## config.mk

```make
export PLATFORM = sky130hd
export DESIGN_NAME = free_text_rect_finder
export DESIGN_NICKNAME = d
export VERILOG_FILES = /design/src/rtl/frf_pkg.sv /design/src/rtl/frf_table.sv /design/src/rtl/frf_div.sv /design/src/rtl/free_text_rect_finder.sv
export SDC_FILE = /design/constraint.sdc
export NUM_CORES = 2
export LEC_CHECK = 0
export BUFFER_PORTS_ARGS = -buffer_cell sky130_fd_sc_hd__buf_2
export CAP_MARGIN = 10
export CELL_PAD_IN_SITES_DETAIL_PLACEMENT = 0
export CELL_PAD_IN_SITES_GLOBAL_PLACEMENT = 1
export CORE_ASPECT_RATIO = 0.6
export CORE_MARGIN = 1
export CORE_UTILIZATION = 55
export DETAILED_ROUTE_END_ITERATION = 6
export PLACE_DENSITY = 0.83
export SLEW_MARGIN = 20
export SYNTH_ARGS = -nofsm -noshare
export SYNTH_HDL_FRONTEND = slang
export SYNTH_SLANG_ARGS = --single-unit
```

## constraint.sdc

```tcl
create_clock -name clk -period 11.2 [get_ports clk]
set_clock_uncertainty 0.2 [all_clocks]
set_input_delay 1.12 -clock clk [delete_from_list [all_inputs] [get_ports clk]]
set_output_delay 1.12 -clock clk [all_outputs]
set_load 0.02 [all_outputs]
```

## src/rtl/frf_pkg.sv

```systemverilog
`timescale 1ns / 1ps
// ---------------------------------------------------------------------------
// Free text rectangle finder package
// Shared types, field widths and layout constants of the rectangle finder.
// ---------------------------------------------------------------------------
package frf_pkg;

	// Width of every coordinate field on the ports.
	localparam int FIELD_BITS = 15;
	// Width of the column count register.
	localparam int NCOL_BITS = 5;
	// Width of the configuration register index.
	localparam int CFG_IDX_BITS = 3;
	// Signed width of the column numerator; its magnitude stays below 2**20.
	localparam int NUM_BITS = 22;
	// Magnitude width handled by the column divider.
	localparam int DIV_BITS = 20;
	// Width of the gutter product (column count minus one, times gutter).
	localparam int PROD_BITS = 20;

	// Layout constants.
	localparam int GRAPHIC_BORDER = 80;
	localparam int MIN_SPAN = 144;
	localparam int MIN_HEIGHT = 48;

	// Item operation codes.
	typedef enum logic [1:0] {
		MODE_CLEAR  = 2'd0,
		MODE_APPEND = 2'd1,
		MODE_QUERY  = 2'd2
	} mode_t;

	// Configuration register indexes.
	typedef enum logic [CFG_IDX_BITS-1:0] {
		REG_PAGE_WIDTH    = 3'd0,
		REG_LEFT_MARGIN   = 3'd1,
		REG_RIGHT_MARGIN  = 3'd2,
		REG_NUM_COLUMNS   = 3'd3,
		REG_COLUMN_GUTTER = 3'd4,
		REG_PAGE_HEIGHT   = 3'd5,
		REG_BOTTOM_MARGIN = 3'd6
	} cfg_reg_t;

	// One stored obstacle, kept as the raw 15-bit fields of its append beat.
	typedef struct packed {
		logic [FIELD_BITS-1:0] left;
		logic [FIELD_BITS-1:0] top;
		logic [FIELD_BITS-1:0] width;
		logic [FIELD_BITS-1:0] height;
		logic                  see_through;
	} obst_t;

endpackage

```

## src/rtl/frf_table.sv

```systemverilog
`timescale 1ns / 1ps
// ---------------------------------------------------------------------------
// Obstacle table
// Single-port-write, single-port-read memory of obstacles with registered
// read data.
// ---------------------------------------------------------------------------
module frf_table #(
	parameter int DEPTH = 64,
	parameter int AW = 6
) (
	input  logic          clk,
	input  logic          we,
	input  logic [AW-1:0] waddr,
	input  frf_pkg::obst_t wdata,
	input  logic [AW-1:0] raddr,
	output frf_pkg::obst_t rdata
);
	import frf_pkg::*;

	obst_t mem [DEPTH];
	obst_t rdata_q;

	always_ff @(posedge clk) begin
		if (we) begin
			mem[waddr] <= wdata;
		end
	end

	always_ff @(posedge clk) begin
		rdata_q <= mem[raddr];
	end

	assign rdata = rdata_q;

endmodule

```

## src/rtl/frf_div.sv

```systemverilog
`timescale 1ns / 1ps
// ---------------------------------------------------------------------------
// Column divider
// Restoring divider that retires one quotient bit per cycle.
// ---------------------------------------------------------------------------
module frf_div (
	input  logic                             clk,
	input  logic                             arst_n,
	input  logic                             start,
	input  logic [frf_pkg::DIV_BITS-1:0]     dividend,
	input  logic [frf_pkg::NCOL_BITS-1:0]    divisor,
	output logic                             done,
	output logic [frf_pkg::DIV_BITS-1:0]     quotient
);
	import frf_pkg::*;

	localparam int STEP_BITS = $clog2(DIV_BITS + 1);

	logic                 busy_q;
	logic                 done_q;
	logic [STEP_BITS-1:0] step_q;
	logic [DIV_BITS-1:0]  quo_q;
	logic [NCOL_BITS-1:0] rem_q;
	logic [NCOL_BITS-1:0] div_q;
	logic [NCOL_BITS:0]   trial;
	logic                 take;

	// The partial remainder stays below the divisor, so one more bit is enough.
	assign trial = {rem_q, quo_q[DIV_BITS-1]};
	assign take  = trial >= {1'b0, div_q};

	always_ff @(posedge clk or negedge arst_n) begin
		if (!arst_n) begin
			busy_q <= 1'b0;
			done_q <= 1'b0;
			step_q <= '0;
		end else begin
			done_q <= 1'b0;
			if (start) begin
				busy_q <= 1'b1;
				step_q <= STEP_BITS'(DIV_BITS);
			end else if (busy_q) begin
				step_q <= step_q - 1'b1;
				if (step_q == STEP_BITS'(1)) begin
					busy_q <= 1'b0;
					done_q <= 1'b1;
				end
			end
		end
	end

	always_ff @(posedge clk) begin
		if (start) begin
			quo_q <= dividend;
			rem_q <= '0;
			div_q <= divisor;
		end else if (busy_q) begin
			quo_q <= {quo_q[DIV_BITS-2:0], take};
			rem_q <= take ? NCOL_BITS'(trial - {1'b0, div_q}) : trial[NCOL_BITS-1:0];
		end
	end

	assign done     = done_q;
	assign quotient = quo_q;

endmodule

```

## src/rtl/free_text_rect_finder.sv

```systemverilog
`timescale 1ns / 1ps
// ---------------------------------------------------------------------------
// Free text rectangle finder
// Keeps a table of page obstacles and answers free-rectangle queries for
// text flow, using one column divider and a single obstacle evaluation unit.
// ---------------------------------------------------------------------------
//
//   Channel   Direction  Handshake            Beat contents
//   in        input      in_valid / in_stall  mode, obstacle fields, start point
//   out       output     out_valid / out_stall found, rectangle, blocked
//   cfg       input      cfg_valid / cfg_ready cfg_index, cfg_data
//
// A clear, an append or an unused mode yields no beat and leaves the block idle.
// A query runs the bit-serial column divider, then two passes over the table,
// one entry per cycle through its single read port; a span that gets too
// narrow in the first pass ends the query without the second.
// Reset empties the table at once (the entry count goes to zero); the table
// memory itself is never swept.
// in_stall is high while a query is at work; a finished result waits in the
// output register, and a later query only stalls at its end if it is still held.
// ---------------------------------------------------------------------------
module free_text_rect_finder #(
	parameter int MAX_OBSTACLES = 64,
	parameter int COORD_BITS = 16
) (
	input  logic                                clk,
	input  logic                                arst_n,
	// Item channel.
	input  logic                                in_valid,
	output logic                                in_stall,
	input  logic [1:0]                          mode,
	input  logic [frf_pkg::FIELD_BITS-1:0]      obstacle_left,
	input  logic [frf_pkg::FIELD_BITS-1:0]      obstacle_top,
	input  logic [frf_pkg::FIELD_BITS-1:0]      obstacle_width,
	input  logic [frf_pkg::FIELD_BITS-1:0]      obstacle_height,
	input  logic                                see_through,
	input  logic [frf_pkg::FIELD_BITS-1:0]      start_left,
	input  logic [frf_pkg::FIELD_BITS-1:0]      start_top,
	// Result channel.
	output logic                                out_valid,
	input  logic                                out_stall,
	output logic                                found,
	output logic [frf_pkg::FIELD_BITS-1:0]      rect_left,
	output logic [frf_pkg::FIELD_BITS-1:0]      rect_top,
	output logic [frf_pkg::FIELD_BITS-1:0]      rect_width,
	output logic [frf_pkg::FIELD_BITS-1:0]      rect_height,
	output logic                                blocked,
	// Configuration write channel.
	input  logic                                cfg_valid,
	output logic                                cfg_ready,
	input  logic [frf_pkg::CFG_IDX_BITS-1:0]    cfg_index,
	input  logic [frf_pkg::FIELD_BITS-1:0]      cfg_data
);
	import frf_pkg::*;

	// Table addressing. The count needs one more value than the address.
	localparam int AW = (MAX_OBSTACLES > 1) ? $clog2(MAX_OBSTACLES) : 1;
	localparam int CNTW = $clog2(MAX_OBSTACLES + 1);
	localparam int CB = COORD_BITS;
	// Comparison width: exact for sums of two coordinates, for the 21-bit
	// signed quotient and for the unsigned page height.
	localparam int XW = ((CB > 21) ? CB : 21) + 2;

	localparam logic signed [XW-1:0] K_SPAN   = XW'(MIN_SPAN);
	localparam logic signed [XW-1:0] K_HEIGHT = XW'(MIN_HEIGHT);
	localparam logic signed [CB-1:0] K_BORDER = CB'(GRAPHIC_BORDER);

	typedef enum logic [2:0] {
		S_IDLE,
		S_PREP,
		S_DIV,
		S_PASS1,
		S_PASS2,
		S_DONE
	} state_t;

	// Wraps a raw 15-bit field into a signed coordinate of CB bits.
	function automatic logic signed [CB-1:0] wrap15(input logic [FIELD_BITS-1:0] v);
		logic [XW-1:0] t;
		t = XW'(v);
		return t[CB-1:0];
	endfunction

	// -----------------------------------------------------------------------
	// Configuration registers. Writes are to be issued only while idle (unchecked).
	// -----------------------------------------------------------------------
	logic [FIELD_BITS-1:0] page_width_q;
	logic [FIELD_BITS-1:0] left_margin_q;
	logic [FIELD_BITS-1:0] right_margin_q;
	logic [NCOL_BITS-1:0]  num_columns_q;
	logic [FIELD_BITS-1:0] column_gutter_q;
	logic [FIELD_BITS-1:0] page_height_q;
	logic [FIELD_BITS-1:0] bottom_margin_q;

	assign cfg_ready = 1'b1;

	always_ff @(posedge clk or negedge arst_n) begin
		if (!arst_n) begin
			page_width_q    <= '0;
			left_margin_q   <= '0;
			right_margin_q  <= '0;
			num_columns_q   <= NCOL_BITS'(1);
			column_gutter_q <= '0;
			page_height_q   <= '0;
			bottom_margin_q <= '0;
		end else if (cfg_valid && cfg_ready) begin
			case (cfg_index)
				REG_PAGE_WIDTH:    page_width_q    <= cfg_data;
				REG_LEFT_MARGIN:   left_margin_q   <= cfg_data;
				REG_RIGHT_MARGIN:  right_margin_q  <= cfg_data;
				REG_NUM_COLUMNS:   num_columns_q   <= cfg_data[NCOL_BITS-1:0];
				REG_COLUMN_GUTTER: column_gutter_q <= cfg_data;
				REG_PAGE_HEIGHT:   page_height_q   <= cfg_data;
				REG_BOTTOM_MARGIN: bottom_margin_q <= cfg_data;
				default: ;
			endcase
		end
	end

	// -----------------------------------------------------------------------
	// Control and datapath registers.
	// -----------------------------------------------------------------------
	state_t                 state_q;
	logic [CNTW-1:0]        count_q;
	logic [CNTW-1:0]        addr_q;
	logic                   pend_s1;
	logic signed [CB-1:0]   px_q;
	logic signed [CB-1:0]   py_q;
	logic signed [CB-1:0]   pw_q;
	logic signed [CB-1:0]   lim_q;
	logic                   blk_q;
	logic                   fail_q;
	logic                   neg_q;
	logic                   out_valid_q;
	logic                   found_q;
	logic [FIELD_BITS-1:0]  rect_left_q;
	logic [FIELD_BITS-1:0]  rect_top_q;
	logic [FIELD_BITS-1:0]  rect_width_q;
	logic [FIELD_BITS-1:0]  rect_height_q;
	logic                   blocked_q;

	logic in_accept;
	assign in_stall  = (state_q != S_IDLE);
	assign in_accept = in_valid && !in_stall;

	// -----------------------------------------------------------------------
	// Obstacle table. Appends write at the current count; the scans read one
	// entry a cycle, and the entry is evaluated the cycle after its address.
	// -----------------------------------------------------------------------
	logic   tbl_we;
	obst_t  tbl_wdata;
	obst_t  ent;
	logic   room;

	assign room   = count_q < CNTW'(MAX_OBSTACLES);
	assign tbl_we = in_accept && (mode == MODE_APPEND) && room;
	assign tbl_wdata = '{left: obstacle_left, top: obstacle_top, width: obstacle_width,
		height: obstacle_height, see_through: see_through};

	frf_table #(
		.DEPTH(MAX_OBSTACLES),
		.AW(AW)
	) u_table (
		.clk(clk),
		.we(tbl_we),
		.waddr(count_q[AW-1:0]),
		.wdata(tbl_wdata),
		.raddr(addr_q[AW-1:0]),
		.rdata(ent)
	);

	// -----------------------------------------------------------------------
	// Column pitch. The numerator is page width less both margins and the
	// inner gutters; its magnitude goes through the divider and the sign is
	// put back afterwards, which truncates toward zero. The starting span is
	// the pitch minus one gutter, which modulo the coordinate width is simply
	// the wrapped quotient.
	// -----------------------------------------------------------------------
	logic [NCOL_BITS-1:0]      ncol_eff;
	logic [PROD_BITS-1:0]      gut_prod;
	logic [NUM_BITS-1:0]       num_u;
	logic [NUM_BITS-1:0]       num_abs;
	logic [NUM_BITS-1:0]       lim_diff;
	logic signed [XW-1:0]      lim_x;
	logic                      div_start;
	logic                      div_done;
	logic [DIV_BITS-1:0]       quo;
	logic signed [DIV_BITS:0]  quo_s;
	logic signed [XW-1:0]      quo_x;

	assign ncol_eff = (num_columns_q == '0) ? NCOL_BITS'(1) : num_columns_q;
	assign gut_prod = PROD_BITS'(ncol_eff - 1'b1) * PROD_BITS'(column_gutter_q);
	assign num_u    = NUM_BITS'(page_width_q) - NUM_BITS'(right_margin_q)
		- NUM_BITS'(left_margin_q) - NUM_BITS'(gut_prod);
	assign num_abs  = num_u[NUM_BITS-1] ? (~num_u + 1'b1) : num_u;
	assign lim_diff = NUM_BITS'(page_height_q) - NUM_BITS'(bottom_margin_q);
	assign lim_x    = XW'($signed(lim_diff));
	assign div_start = (state_q == S_PREP);

	frf_div u_div (
		.clk(clk),
		.arst_n(arst_n),
		.start(div_start),
		.dividend(num_abs[DIV_BITS-1:0]),
		.divisor(ncol_eff),
		.done(div_done),
		.quotient(quo)
	);

	assign quo_s = neg_q ? -$signed({1'b0, quo}) : $signed({1'b0, quo});
	assign quo_x = XW'(quo_s);

	// -----------------------------------------------------------------------
	// Obstacle evaluation unit, shared by both scans.
	// -----------------------------------------------------------------------
	logic signed [CB-1:0] ox, oy, ow, oh;
	logic signed [XW-1:0] e_ox, e_oy, e_ow, e_oh, e_px, e_py, e_pw, e_lim;
	logic signed [XW-1:0] e_bot;
	logic                 ovl, on_row, below, narrow_right;
	logic signed [CB-1:0] new_px, pw_right, pw_left, px_n, pw_n;
	logic                 hit1, hit2, fail1;

	always_comb begin
		ox = wrap15(ent.left);
		oy = wrap15(ent.top);
		ow = wrap15(ent.width);
		oh = wrap15(ent.height);
		e_ox  = XW'(ox);
		e_oy  = XW'(oy);
		e_ow  = XW'(ow);
		e_oh  = XW'(oh);
		e_px  = XW'(px_q);
		e_py  = XW'(py_q);
		e_pw  = XW'(pw_q);
		e_lim = XW'(lim_q);
		e_bot = e_oy + e_oh;

		// Horizontal overlap of the obstacle with the current span.
		ovl = (e_ox <= e_px + e_pw) && ((e_ox >= e_px) || (e_ox + e_ow >= e_px));
		// The obstacle covers the start row.
		on_row = (e_oy <= e_py) && (e_bot > e_py);
		// The obstacle starts strictly between the start row and the limit.
		below = (e_oy > e_py) && (e_oy < e_lim);

		// An obstacle well to the right cuts the span on its right side;
		// otherwise the span restarts past the obstacle's right edge.
		narrow_right = e_ox > e_px + K_SPAN;
		pw_right = ox - px_q - K_BORDER;
		new_px   = ox + ow + K_BORDER;
		pw_left  = pw_q - new_px + px_q;
		px_n = narrow_right ? px_q : new_px;
		pw_n = narrow_right ? pw_right : pw_left;
		fail1 = XW'(pw_n) < K_SPAN;

		hit1 = pend_s1 && !ent.see_through && ovl && on_row;
		hit2 = pend_s1 && !ent.see_through && ovl && below;
	end

	// -----------------------------------------------------------------------
	// Result formation: the height runs from the start row to the limit.
	// -----------------------------------------------------------------------
	logic signed [CB-1:0] ph;
	logic signed [XW-1:0] e_ph;
	logic                 res_ok;
	logic                 out_free;
	logic                 scan_done;

	assign ph   = lim_q - py_q;
	assign e_ph = XW'(ph);
	assign res_ok = !fail_q && (e_ph >= K_HEIGHT) && (e_ph <= $signed(XW'(page_height_q)));
	assign out_free  = !out_valid_q || !out_stall;
	assign scan_done = !pend_s1 && (addr_q == count_q);

	// -----------------------------------------------------------------------
	// Sequencer.
	// -----------------------------------------------------------------------
	always_ff @(posedge clk or negedge arst_n) begin
		if (!arst_n) begin
			state_q     <= S_IDLE;
			count_q     <= '0;
			addr_q      <= '0;
			pend_s1     <= 1'b0;
			out_valid_q <= 1'b0;
		end else begin
			if (out_valid_q && !out_stall) begin
				out_valid_q <= 1'b0;
			end
			unique case (state_q)
				S_IDLE: begin
					if (in_accept) begin
						case (mode)
							MODE_CLEAR: count_q <= '0;
							MODE_APPEND: begin
								if (room) begin
									count_q <= count_q + 1'b1;
								end
							end
							MODE_QUERY: begin
								px_q    <= wrap15(start_left);
								py_q    <= wrap15(start_top);
								state_q <= S_PREP;
							end
							default: ;
						endcase
					end
				end
				S_PREP: begin
					neg_q   <= num_u[NUM_BITS-1];
					lim_q   <= lim_x[CB-1:0];
					blk_q   <= 1'b1;
					fail_q  <= 1'b0;
					state_q <= S_DIV;
				end
				S_DIV: begin
					if (div_done) begin
						pw_q    <= quo_x[CB-1:0];
						addr_q  <= '0;
						pend_s1 <= 1'b0;
						state_q <= S_PASS1;
					end
				end
				S_PASS1: begin
					if (hit1) begin
						blk_q <= 1'b0;
						if (e_bot < e_lim) begin
							lim_q <= e_bot[CB-1:0];
						end
						px_q <= px_n;
						pw_q <= pw_n;
					end
					if (hit1 && fail1) begin
						fail_q  <= 1'b1;
						pend_s1 <= 1'b0;
						state_q <= S_DONE;
					end else if (scan_done) begin
						addr_q  <= '0;
						state_q <= S_PASS2;
					end else begin
						pend_s1 <= (addr_q != count_q);
						if (addr_q != count_q) begin
							addr_q <= addr_q + 1'b1;
						end
					end
				end
				S_PASS2: begin
					if (hit2) begin
						lim_q <= oy;
						blk_q <= 1'b1;
					end
					if (scan_done) begin
						state_q <= S_DONE;
					end else begin
						pend_s1 <= (addr_q != count_q);
						if (addr_q != count_q) begin
							addr_q <= addr_q + 1'b1;
						end
					end
				end
				S_DONE: begin
					if (out_free) begin
						out_valid_q   <= 1'b1;
						found_q       <= res_ok;
						rect_left_q   <= res_ok ? e_px[FIELD_BITS-1:0] : '0;
						rect_top_q    <= res_ok ? e_py[FIELD_BITS-1:0] : '0;
						rect_width_q  <= res_ok ? e_pw[FIELD_BITS-1:0] : '0;
						rect_height_q <= res_ok ? e_ph[FIELD_BITS-1:0] : '0;
						blocked_q     <= res_ok && blk_q;
						state_q       <= S_IDLE;
					end
				end
				default: state_q <= S_IDLE;
			endcase
		end
	end

	assign out_valid   = out_valid_q;
	assign found       = found_q;
	assign rect_left   = rect_left_q;
	assign rect_top    = rect_top_q;
	assign rect_width  = rect_width_q;
	assign rect_height = rect_height_q;
	assign blocked     = blocked_q;

endmodule

```

; ---- Yosys cells after proc, flatten, opt, wreduce, memory -nomap -nowiden
; Memories as Yosys holds them, arrays and structs flattened. A register that Yosys moved wholly into a read port is not among the register bits.
; Index checks and enable logic that the tools add are counted.
[classes]
n_div = 0
shift = 0
mul = 1
n_addsub = 22
eq_ne = 30
n_reduce_logical = 55
bitwise_logic = 1
n_mux = 57
order_cmp = 14
[ops]
columns = cell, n
row1 = two-way mux 16 bit, 11
row2 = one-hot mux 16 bit (2 select lines), 2
row3 = two-way mux 20 bit, 3
row4 = adder 15 x 15 -> 16 bit, 3
row5 = one-hot mux 16 bit (3 select lines), 1
row6 = subtractor 16 bit, 3
row7 = two-way mux 7 bit, 6
row8 = subtractor 15 x 15 -> 16 bit, 2
row9 = "!= test 2 bit, second input constant", 11
row10 = subtractor 17 x 21 -> 22 bit, 1
row11 = two-way mux 3 bit, 7
row12 = one-hot mux 7 bit (3 select lines), 1
row13 = "adder 20 x 1 -> 20 bit, second input constant", 1
row14 = multiplier 6 x 16 -> 20 bit, 1
row15 = two-way mux 5 bit, 4
row16 = NOT 20 bit, 1
row17 = AND reduction 4 bit, 5
row18 = one-hot mux 3 bit (6 select lines), 1
row19 = AND reduction 2 bit, 9
row20 = adder 16 x 16 -> 17 bit, 1
row21 = "adder 16 x 9 -> 17 bit, second input constant", 1
row22 = >= comparator 17 x 16 -> 1 bit, 1
row23 = greater-than comparator 16 x 17 -> 1 bit, 1
row24 = <= comparator 16 x 17 -> 1 bit, 1
row25 = 45 further kinds, 102
[totals]
rom_bits = 0
out_inout_bits = 65
register_bits = 279
elab_cells = 212
mem_bits_rw = 3904
mem_count = 1
latch_bits = 0
[memory_table]
columns = memory, depth, word_bits, rd, rd_ports_with_merged_regs, write_ports, line_no
row1 = u_table.mem, 64, 61, 1, 1, 1, frf_table.sv:20  ; obst_t mem [DEPTH];

; ---- Depth between registers and ports, before layout
[logic_depth]
word_depth = 9
ltp_mapped = 36
ltp_nobuf = 35

; ---- By module
; From an unflattened synthesis, not the netlist that was laid out.
[unflattened]
hier_cells = 9061
hier_area_um2 = 175243.1
[modules_own_cells]
columns = mod, cells_each, instances, area_each_um2, seq_area_each_um2
row1 = frf_table, 6344, 1, 149000.4, 118453.6
row2 = free_text_rect_finder, 2580, 1, 24428.4, 6697.7
row3 = frf_div, 137, 1, 1814.2, 1026.0

; ---- Worst setup path before layout
; OpenSTA, ideal clock, no wires.
[synth_path]
path_type = reg-to-reg
start = reg num_columns_q[2]
end = reg u_div.quo_q[19], in the netlist u_div.quotient[19], data pin
t_arrival_ns = 8.380
required_ns = 10.741
slack_ns = 2.361
period_less_slack_ns = 8.839
path_stages_with_launch = 34
path_buffers = 2
path_cell_list = dfrtp_1 nor4_1 nor2_1 clkbuf_1 ha_1 nand2_1 xnor2_1 clkbuf_1 nand2_1 fa_1 fa_1 inv_1 fa_1 fa_1 fa_1 a21o_1 a21oi_1 o21bai_1 a21oi_1 o21bai_1 a21oi_1 xor2_1 fa_1 ha_1 nand2_1 nor2_1 nand3_1 o31ai_1 a2111oi_0 or4b_1 or4_1 or3b_1 mux2i_1 o21ai_1
[synth_between]
elab_chain_len = 9
[synth_rtl]
columns = element, line_no
row1 = from (decl), free_text_rect_finder.sv:90  ; logic [NCOL_BITS-1:0] num_columns_q;
row2 = from (signal assigned), free_text_rect_finder.sv:111  ; REG_NUM_COLUMNS: num_columns_q <= cfg_data[NCOL_BITS-1:0];
row3 = zero test 5 bit, free_text_rect_finder.sv:191  ; assign ncol_eff = (num_columns_q == '0) ? NCOL_BITS'(1) : num_columns_q;
row4 = two-way mux 5 bit (*), free_text_rect_finder.sv:191
row5 = subtractor 5 x 1 -> 6 bit (*), free_text_rect_finder.sv:192  ; assign gut_prod = PROD_BITS'(ncol_eff - 1'b1) * PROD_BITS'(column_gutter_q);
row6 = multiplier 6 x 16 -> 20 bit (*), free_text_rect_finder.sv:192
row7 = subtractor 17 x 21 -> 22 bit (*), free_text_rect_finder.sv:194  ; - NUM_BITS'(left_margin_q) - NUM_BITS'(gut_prod);
row8 = NOT 20 bit, free_text_rect_finder.sv:195  ; assign num_abs = num_u[NUM_BITS-1] ? (~num_u + 1'b1) : num_u;
row9 = adder 20 x 1 -> 20 bit, free_text_rect_finder.sv:195
row10 = two-way mux 20 bit (*), free_text_rect_finder.sv:195
row11 = two-way mux 20 bit (*), frf_div.sv:53  ; if (start) begin
row12 = to (signal assigned), frf_div.sv:54  ; quo_q <= dividend;
row13 = to (signal assigned), frf_div.sv:58  ; quo_q <= {quo_q[DIV_BITS-2:0], take};
row14 = to (decl), frf_div.sv:22  ; logic [DIV_BITS-1:0] quo_q;
; Every way passes the cells marked *; elsewhere a longest branch is shown, timed or not.
; A chain may end at the register's enable or synchronous reset.

; ---- Final worst setup path
; Ends and elaborated chain as after synthesis.

==> results.toml <==
[status]
status = "complete, but fails checks"
violations = "design-rule violations"

[logic_synthesis]
yosysSeqAreaShare_pct = 72.11
yosys_most_used_dff = "edfxtp_1"
ys_seq_elements = 4244
synth.most_common_cell = "edfxtp_1"
postSynthAreaPerCell_um2 = 20.84
synth_warnings = 0
yosysUniqueCellTypes = 93
yosys-top-cells-area = "edfxtp_1 70%, mux4_2 16%, ha_1 2.5%"
synthArstFlopShare_pct = 2.851
synth.largest_area_cell = "edfxtp_1"
syn_inst = 8397
synth_common_cells = "4057 x edfxtp_1, 1281 x mux4_2, 356 x ha_1"
yosysTopAreaCellShare_pct = 69.62
synth_enable_flop_cells = 4057
netlist_area_um2 = 175000

[cts]
clkSinkCount = 4244
worst_skew_pair.late_latency_ps = 940
root_buffer = "clkbuf_16"
h-tree-depth = 5
cts_max_path_buffers = 4
cts_buffers = 370
clk_pin_slew_ps = 70
cts_tree = "yes"

[setup_path]
crit_path_max_incr_delay_ps = 750
start_kind = "register"
crit_type = "reg2reg"
worstPathArrival_ps = 10270
slowest_stage = "ha_1"
crit_required_ps = 11670
path_common_cell = "fa_1"
crit_path_max_fanout = 17
cp-end-kind = "register"

[timing]
hold_viol_final = 0
rsz0062_at_grt = "no"
slew_headroom_pct = 19.65
setup-violations-final = 0
worst_slew_pin_slew_ps = 1205
setup-tns-final_ps = 0
slew_viol_final = 0
max_clock_freq_ghz = 0.1021
fin_crit_sh_pct = 87.42
fin_crit_ps = 9791

[min_path]
hold_path_class = "in2reg"

[pwr]
switching_share_pct = 35.31
p_int_mw = 34.02
totalPowerFinal_mw = 52.58
p_comb_share_pct = 40.4
leakagePower_nw = 62.24
p_seq_share_pct = 34.7
p_switching_mw = 18.57
p_per_area_nw_per_um2 = 270.8
p_clk_share_pct = 24.9
peakVddDrop_v = 0.0009411

[placed_design]
portBuffers = 179
place_area_um2 = 182000
dpl.hpwl_mm = 271.9
gp_congestion = 0.9282
dpl.cell_count = 12640

[floorplanning]
initial_core_util_pct = 55.25
die_w_um = 730.2
die_h_um = 438.9
ios = 181
fp-row-count = 160
design.core.area_um2 = 316700
dieArea_um2 = 320500

[drt]
wl_mm = 512.9
ant_nets = 0
avgViaCountPerCell = 6.982
drc_errors = 2
firstDrtPassIters = 7
drt_iter0_markers = 15430
wire_per_inst_um = 38.44
dr_total_vias = 93170

[global_route]
antenna_found_initial = 45
grt_start_max_net_pins = 143
grt_pass1_vias = 91030
overflow = 0
grt_pass1_wl_mm = 708.9
grt_use_total_pct = 31.92

[finish]
drive_gt1_share_pct = 26.35
multi_input_comb_area_um2 = 46890
fin_util_pct = 61.32
area.sequential_um2 = 126200
fin_cells = 13340
fill_cells = 21090
area_growth_pct = 10.99
final_nets = 9382
final_area_um2 = 194200

[run]
cap_violations = 0
-- per-stage QoR --
step	worst slack, ps	hold WS (ps)
global placement	1367	288.1
finish	1409	134.1
CTS	1431	91.05
detailed placement	1443	295.6
global route	922.8	121.4
floorplan	2361	275.4
-- critical path: cells and delay by family, from the launching register on --
kind                       cells  cell delay, ps
DFF                            1             440
AOI/OAI and AO/OA              9            1460
xor gates and xnor gates       1             280
and+or+nand+nor                9            2530
buffers and inverters          3             330
muxes                          1             170
adders and majority gates      8            4070
-- kinds of logic after synthesis --
| family | Yosys count | share of synthesized area, % |
|---|---|---|
| fa+ha+maj | 464 | 3.781 |
| xor+xnor | 190 | 0.9510 |
| mux | 1362 | 17.00 |
| compound gates | 638 | 2.354 |
| buf+inv | 668 | 1.454 |
| simple gates | 829 | 2.351 |
| other cells | 2 | 0.004292 |
| flops | 4244 | 72.11 |
-- registers in the layout (all words and copies together), names as in the netlist, 16 cells and up --
| signal | count |
|---|---|
| lim_q | 16 |
| pw_q | 16 |
| px_q | 16 |
| u_div.quotient | 20 |
| u_table.mem | 3904 |
| u_table.rdata | 61 |
-- worst paths after layout --
kind	from	end	slack (ps)	cells after the start
min	start_top[3]	py_q[3]$_DFFE_PP_	130	1
min reg2reg	bottom_margin_q[7]$_DFFE_PN0P_	bottom_margin_q[7]$_DFFE_PN0P_	310	1
max reg2reg	num_columns_q[2]$_DFFE_PN0P_	u_div.quotient[19]$_DFFE_PP_	1410	31
max in group asynchronous	arst_n	column_gutter_q[6]$_DFFE_PN0P_	8800	3
max	num_columns_q[2]$_DFFE_PN0P_	u_div.quotient[19]$_DFFE_PP_	1410	31
min in group asynchronous	arst_n	out_valid$_DFF_PN0_	570	2
-- layer usage --
metal / vias up / track usage (%) / wire (µm)
li1: 35410 / - / -
met1: 48560 / 46.38 / 189500
met2: 7917 / 44.41 / 217000
met3: 1244 / 11.21 / 81110
met4: 32 / 13.31 / 25110
met5: - / 0 / 219
-- power groups by stage --
stage | registers (mW) | logic (mW) | clock network (mW)
final | 18.2 | 21.2 | 13.1
after global routing | 18.3 | 23.1 | 13.7
after CTS | 18.2 | 21.0 | 13.2
after detailed placement | 18.6 | 20.7 | 0
after global placement | 18.5 | 20.6 | 0
after floorplan | 18.3 | 15.9 | 0
-- cells in the final DEF (no fill, tap or decap), drive strengths merged, types with 64 or more instances in the layout --
cell type,instances
xnor2,117
nand2,207
mux4,1281
clkinv,148
clkbuf,447
o21ai,174
a21oi,159
nor2,225
ha,356
dfxtp,66
xor2,73
mux2,69
inv,328
fa,108
and2,101
edfxtp,4057
dfrtp,120
a21o,64
buf,376
-- timing repair --
item / CTS / global route
endpoints found under the hold margin: 56 / 0
gates resized for setup: 0 / 0
buffers inserted: 0 / 0
hold buffers: 1 / 0
-- layout make-up --
cell class	count	area share, %
clock inverters	222	1.182
diodes	33	0.04252
repair buffers	377	1.329
well taps	4212	2.714
inverters	310	0.5991
flip-flops and latches	4244	64.98
multi-input cells	3499	24.14
clock buffers	447	5.009
Note: power is estimated with default switching activity, not from simulation.
